--- src/rtl/cbtmx_ram.sv ---
`timescale 1ns / 1ps

module cbtmx_ram #(
  parameter int unsigned WIDTH = 8,
  parameter int unsigned DEPTH = 16,
  localparam int unsigned AW = (DEPTH > 1) ? $clog2(DEPTH) : 1
) (
  input  logic             clk_i,
  input  logic             we_i,
  input  logic [AW-1:0]    waddr_i,
  input  logic [WIDTH-1:0] wdata_i,
  input  logic [AW-1:0]    raddr_a_i,
  output logic [WIDTH-1:0] rdata_a_o,
  input  logic [AW-1:0]    raddr_b_i,
  output logic [WIDTH-1:0] rdata_b_o
);

  logic [WIDTH-1:0] mem [DEPTH];
  logic [WIDTH-1:0] rdata_a_q;
  logic [WIDTH-1:0] rdata_b_q;

  always_ff @(posedge clk_i) begin
    if (we_i) begin
      mem[waddr_i] <= wdata_i;
    end
    rdata_a_q <= mem[raddr_a_i];
    rdata_b_q <= mem[raddr_b_i];
  end

  assign rdata_a_o = rdata_a_q;
  assign rdata_b_o = rdata_b_q;

endmodule

--- config.mk ---
export PLATFORM = sky130hd
export DESIGN_NAME = cbtmx_ram
export DESIGN_NICKNAME = d
export VERILOG_FILES = /design/src/rtl/cbtmx_ram.sv
export SDC_FILE = /design/constraint.sdc
export NUM_CORES = 1
export LEC_CHECK = 0
export ABC_CLOCK_PERIOD_IN_PS = 3800
export BUFFER_PORTS_ARGS = -buffer_cell sky130_fd_sc_hd__buf_2
export CAP_MARGIN = 20
export CORE_AREA = 4 4 124 126
export CTS_CLUSTER_DIAMETER = 200
export CTS_CLUSTER_SIZE = 25
export DETAILED_ROUTE_END_ITERATION = 12
export DIE_AREA = 0 0 128 130
export GPL_TIMING_DRIVEN = 1
export PLACE_DENSITY_LB_ADDON = 0.05
export SLEW_MARGIN = 20
export SYNTH_ARGS = -nofsm -noshare
export SYNTH_HDL_FRONTEND = slang
export SYNTH_SLANG_ARGS = --single-unit
export TNS_END_PERCENT = 30
--- constraint.sdc ---
create_clock -name clk_i -period 3.8 [get_ports clk_i]
set_clock_uncertainty 0.1 [all_clocks]
set_input_delay 0.19 -clock clk_i [delete_from_list [all_inputs] [get_ports clk_i]]
set_output_delay 0.19 -clock clk_i [all_outputs]
set_load 0.01 [all_outputs]
==> impl_metrics.ini, run 1 <==
[power]
powerDensity_nw_per_um2 = 491.3
totalPowerFinal_mw = 3.514
p_leak_nw = 2.434
vdd_drop_max_v = 0.0002902

[die]
start_util_pct = 44.34
die-width_um = 128
rows = 44
core_um2 = 14310
io_pins = 38
die_area_um2 = 16640
fp.dieH_um = 130

[critical_path]
cp.arrival_ns = 2.05
cp_slowest_stage_delay_ns = 0.61
critical_path.startpoint_type = input pin
crit_fanout = 21
critPathRequiredTime_ns = 3.99
cp_top_family = buffers and inverters
crit_chain = buf_2 > buf_4 > mux4_1 > a22oi_1 > nand2_1
critPathSlowestCell = mux4_1
endpoint_kind = flip-flop
path_class = input pin to flip-flop
crit_buf_inv = 2

[sta]
fin_setup_tns_ns = 0
final-setup-viol-count = 0
drv_slew = 0
period_share_pct = 48.92
rsz0062_at_grt = no
slew_headroom_pct = 26.78
fmax_mhz = 538.0
period_needed_ns = 1.859
tightest_slew_ns = 1.094
hold_violations = 0

[final_layout]
utilization_pct = 49.97
antennaDiodeCount = 0
final_common_cell = edfxtp_1
syn2layout_area_growth_pct = 12.72
fin_nets = 372
fillers = 1189
layout_common_cells = edfxtp_1 (128), buf_2 (37), mux4_2 (34), a22oi_1 (32), mux4_1 (28)
multi_input_comb_area_um2 = 2009
seq_area_um2 = 4164
drive_above_1_share_pct = 28.45
final_cells = 546
finalInstanceArea_um2 = 7153

[logic_synthesis]
yosys_warnings = 0
synth_cells = 307
syn-num-nets = 329
syn-cell-area_um2 = 6346
ys_types = 20
syn_avg_cell_area_um2 = 20.67
seq_area_frac_synth_pct = 65.62
ys_seq_elements = 144

[clock_network]
numCtsBuffers = 17
clk-insertion-delay-late_ns = 0.42
clkTransAtPathRegs_ns = 0.05
post-cts-setup-buffers = 0
cts_resized = 0
clock-sinks = 144
cts_tree = done
ctsHoldBuffers = 0
clock-root-buffer = clkbuf_16
cts_buffer_depth = 2
ctsHtreeMaxLevel = 4

[routing]
viasPerCell = 5.978
drtIter0Drc = 282
wl_per_cell_um = 26.84
postRouteWirelength_um = 14650
drcViolationCount = 0
postRouteAntennaNets = 0
first_pass_iters = 4
num_vias = 3264

[global_routing]
grt_max_degree = 33
antenna_found_initial = 0
grt_pass1_wl_um = 21690
gr-total-overflow = 0
grt_pass1_vias = 3459
grtUsageTotal_pct = 18.80

[outcome]
status = completed

[place]
port_buffers = 37
hpwlAfterDp_um = 9393
dp_cells = 515
dpl_cell_area_um2 = 6641
place.gp.congestion = 0.7142

[job]
drv_cap = 0

[worst_hold_path]
hold_path.class = input pin to flip-flop
## cell usage after synthesis
cell	number	area share, %
edfxtp_1	128	61
mux4_2	34	12
a22oi_1	32	3.8
mux4_1	28	12
nand2_1	17	1.0
dfxtp_1	16	5.0
nor2_1	14	0.83
buf_2	6	0.47
buf_6	6	1.1
clkdlybuf4s25_2	6	0.95
nor3_1	4	0.32
and2_1	2	0.20
and2b_1	2	0.24
buf_4	2	0.24
mux4_4	2	0.79
nand2b_1	2	0.20
nand3b_1	2	0.24
nor2b_1	2	0.20
nand3_1	1	0.079
or3b_2	1	0.14
## path summary, 6_finish.rpt
check | start | to | slack (ns) | depth (start not counted)
worst max-delay path | raddr_a_i[0] | rdata_a_o[6] | 1.94 | 5
worst min-delay path | wdata_i[5] | mem[6][5] | 0.06 | 1
worst max register to register | mem[0][7] | rdata_b_o[7] | 2.20 | 3
worst min register to register | mem[8][1] | rdata_b_o[1] | 0.60 | 3
## cells by family (layout without fill, tap and decap cells)
logic type	Yosys count	after routing	synth area share, %
AOI/OAI and AO/OA	32	32	3.785
buffers and inverters	20	75	2.721
DFF	144	144	65.62
muxes	64	64	24.45
and+or+nand+nor	47	47	3.430
## where the power goes
| part | internal, mW | switching, mW |
|---|---|---|
| logic | 0.115 | 0.146 |
| clock network | 0.879 | 0.583 |
| registers | 1.77 | 0.0190 |
## worst register-to-register path: stages, from the launching register on
cell,delay (ns)
edfxtp_1,0.39
mux4_4,0.60
a22oi_1,0.29
nand2_1,0.11
## per-layer routing
metal  track usage [%]  vias up  routed length, um
met5                 0        -                  0
met4             7.803        0                313
met3             3.684       23                576
met2             30.38       88               7279
met1             25.26     1726               6484
li1                  -     1427                  -
## sequential cells by signal, summed over array words and instances, names as in the netlist
register and count:
mem 128, rdata_b_o 8, rdata_a_o 8
## metrics by stage
step                      hold WS (ns)  setup slack (ns)
after floorplan                 0.1889             2.017
after global placement          0.4868             1.504
after detailed placement        0.4872             1.493
after CTS                      0.04684             1.940
after global routing           0.05959             1.880
final                          0.06324             1.941
## cell type report
cell class / instances / area share [%]
clock buffers: 21 / 6.157
clock inverters: 10 / 0.9970
multi-input cells: 143 / 28.09
flip-flops and latches: 144 / 58.21
well taps: 184 / 3.218
repair buffers: 44 / 3.323
(Power assumes the default switching activity.)
==> inputs of run 2 (changes only) <==
--- a/config.mk
+++ b/config.mk
@@ -5,14 +5,15 @@
 export SDC_FILE = /design/constraint.sdc
 export NUM_CORES = 1
 export LEC_CHECK = 0
-export ABC_CLOCK_PERIOD_IN_PS = 3800
+export ABC_AREA = 1
+export ABC_CLOCK_PERIOD_IN_PS = 1600
 export BUFFER_PORTS_ARGS = -buffer_cell sky130_fd_sc_hd__buf_2
 export CAP_MARGIN = 20
-export CORE_AREA = 4 4 124 126
+export CORE_AREA = 4 4 133 135
 export CTS_CLUSTER_DIAMETER = 200
 export CTS_CLUSTER_SIZE = 25
 export DETAILED_ROUTE_END_ITERATION = 12
-export DIE_AREA = 0 0 128 130
+export DIE_AREA = 0 0 137 139
 export GPL_TIMING_DRIVEN = 1
 export PLACE_DENSITY_LB_ADDON = 0.05
 export SLEW_MARGIN = 20
==> constraint.sdc (replaced) <==
create_clock -name clk_i -period 1.6 [get_ports clk_i]
set_clock_uncertainty 0.1 [all_clocks]
set_input_delay 0.08 -clock clk_i [delete_from_list [all_inputs] [get_ports clk_i]]
set_output_delay 0.08 -clock clk_i [all_outputs]
set_load 0.01 [all_outputs]
==> run 2 against run 1 <==
Sequential cell count unchanged. Non-clock buffer count increased by 37. Clock-buffer cell count is 2 lower. Sequential power rose by 140%. Worst hold slack got worse by 0.044 ns. Global-route usage grew 5.1 points. Via count increased by 87%. Critical path type unchanged. Critical endpoint unchanged. Highest routed layer unchanged.
==> impl_metrics.ini, run 2 <==
[outcome]
status = completed

[logic_synthesis]
synth-simple-area-share_pct = 30.92
syn-cell-area_um2 = 7259
syn_avg_cell_area_um2 = 8.531
ys_types = 13
synth_top_family_by_area = simple AND/OR/NAND/NOR gates
yosysMostFrequentCell = nand2_1
synthMuxAreaShare_pct = 0
synth-edff-count = 128
synth_compound_area_share_pct = 0
synth_area_leaders = edfxtp_1 (53%), nand3_1 (16%), nand2_1 (14%), inv_1 (6.9%), dfxtp_1 (4.4%)
ys_seq_elements = 144
synth.top_cells.by_count = nand2_1 (277), nand3_1 (225), inv_1 (134)
synthXorXnorAreaFrac_pct = 0
yosys_warnings = 0
seq_area_frac_synth_pct = 57.36
syn-num-nets = 873
synth_cells = 851
async_flop_share_pct = 0
synth_top_area_share_pct = 52.95
ys.flop_type = edfxtp_1
synth_fa_ha_area_share_pct = 0
synth_top_cell_by_area = edfxtp_1

[routing]
postRouteWirelength_um = 21900
first_pass_iters = 7
drtIter0Drc = 645
wl_per_cell_um = 19.28
num_vias = 6111
viasPerCell = 5.379
postRouteAntennaNets = 0
drcViolationCount = 0

[critical_path]
critPathSlowestCell = dlygate4sd3_1
path_common_cell = nand3_1
cp.arrival_ns = 1.48
critical_path.startpoint_type = input pin
crit_chain = dlygate4sd3_1 > buf_2 > inv_1 > buf_4 > nand3_1 > nand3_1 > nand2_1
critPathRequiredTime_ns = 1.80
crit_buf_inv = 4
cp_slowest_stage_delay_ns = 0.55
path_class = input pin to flip-flop
endpoint_kind = flip-flop
cp_top_family = buffers and inverters
crit_fanout = 16

[worst_hold_path]
hold_path.class = input pin to flip-flop

[die]
io_pins = 38
fp.dieH_um = 139
die_area_um2 = 19040
rows = 47
die-width_um = 137
core_um2 = 16470
start_util_pct = 44.09

[place]
port_buffers = 37
dp_cells = 1098
place.gp.congestion = 0.9053
hpwlAfterDp_um = 14080

[clock_network]
numCtsBuffers = 17
post-cts-setup-buffers = 0
clock-root-buffer = clkbuf_16
clkTransAtPathRegs_ns = 0.06
cts_buffer_depth = 2
cts_tree = done
clk-insertion-delay-late_ns = 0.42
clock-sinks = 144
ctsHtreeMaxLevel = 4

[global_routing]
top_usage_layer = met2
grt_pass1_wl_um = 33820
met3_usage_pct = 4.608
grt_max_degree = 65
antenna_found_initial = 0
use_met1_pct = 34.26
gr-total-overflow = 0
grtUsageTotal_pct = 23.85
grt_use_met2_pct = 35.94
grt_pass1_vias = 5961

[sta]
drv_slew = 0
hold_violations = 0
period_share_pct = 80.25
fin_setup_tns_ns = 0
fmax_mhz = 778.8
period_needed_ns = 1.284
tightest_slew_ns = 0.4196
rsz0062_at_grt = no
slew_headroom_pct = 72.02
final-setup-viol-count = 0

[final_layout]
fin_nets = 925
final_cells = 1136
layout_common_cells = nand2_1 (277), nand3_1 (225), inv_1 (134), edfxtp_1 (128), buf_2 (37)
largest_reg_flops = 128
seq_area_um2 = 4164
syn2layout_area_growth_pct = 15.15
drive_above_1_share_pct = 11.79
fillers = 1558
antennaDiodeCount = 0
multi_input_comb_area_um2 = 2245
top_register = mem
final_common_cell = nand2_1

[power]
vdd_drop_max_v = 0.0007239
p_leak_nw = 3.773
powerDensity_nw_per_um2 = 1043

[job]
drv_cap = 0
==> run 2: area by class of cell <==
class	count	share of cell area (%)
multi-input combinational	521	26.85
clock inverter	13	1.123
sequential	144	49.81
inverter	138	6.197
clock buffer	19	5.179
tap	220	3.293
timing repair buffer	81	7.544
==> run 2: kinds of logic after synthesis <==
group                  count (synthesis)
buffers and inverters                186
flip-flops                           144
AND/OR/NAND/NOR                      521
==> run 2: worst paths after layout <==
path	from	end	slack [ns]	cells past startpoint
worst max-delay path	raddr_a_i[2]	rdata_a_o[6]	0.32	7
worst min-delay path	wdata_i[0]	mem[13][0]	0.02	1
worst max register to register	mem[7][6]	rdata_a_o[6]	0.41	6
worst min register to register	mem[10][0]	rdata_a_o[0]	0.58	6
==> run 2: timing repair <==
| action | 4_1_cts | 5_1_grt |
|---|---|---|
| resized for setup | 0 | 0 |
| hold buffers | 6 | 0 |
| hold endpoints to repair | 82 | 0 |
==> run 2: power by group <==
part	leakage (nW)	total [mW]	switching [mW]	internal, mW
registers	1.29	4.24	0.0391	4.20
logic	2.25	0.931	0.629	0.302
clock network	0.227	3.54	1.57	1.97
total	3.77	8.72	2.24	6.48
==> run 2: metal layers <==
metal,up-vias,routed length (um)
met5,-,0
met4,0,527
met3,29,2134
met2,345,9856
met1,2888,9380
li1,2849,-
==> run 2: per-stage QoR <==
stage          utilization, %  hold WS [ns]  instance area [um^2]  worst slack, ns  power (mW)
4_1_cts                 50.77      0.008696                  8359           0.3703       8.767
5_1_grt                 50.77      0.008037                  8359           0.3145       9.071
6_report                50.77       0.01941                  8359           0.3161       8.717
3_3_place_gp            47.20        0.3496                  7772           0.2850       5.229
3_5_place_dp            47.20        0.3545                  7772           0.2430       5.235
2_1_floorplan               -       0.07887                  7259           0.4692       4.862
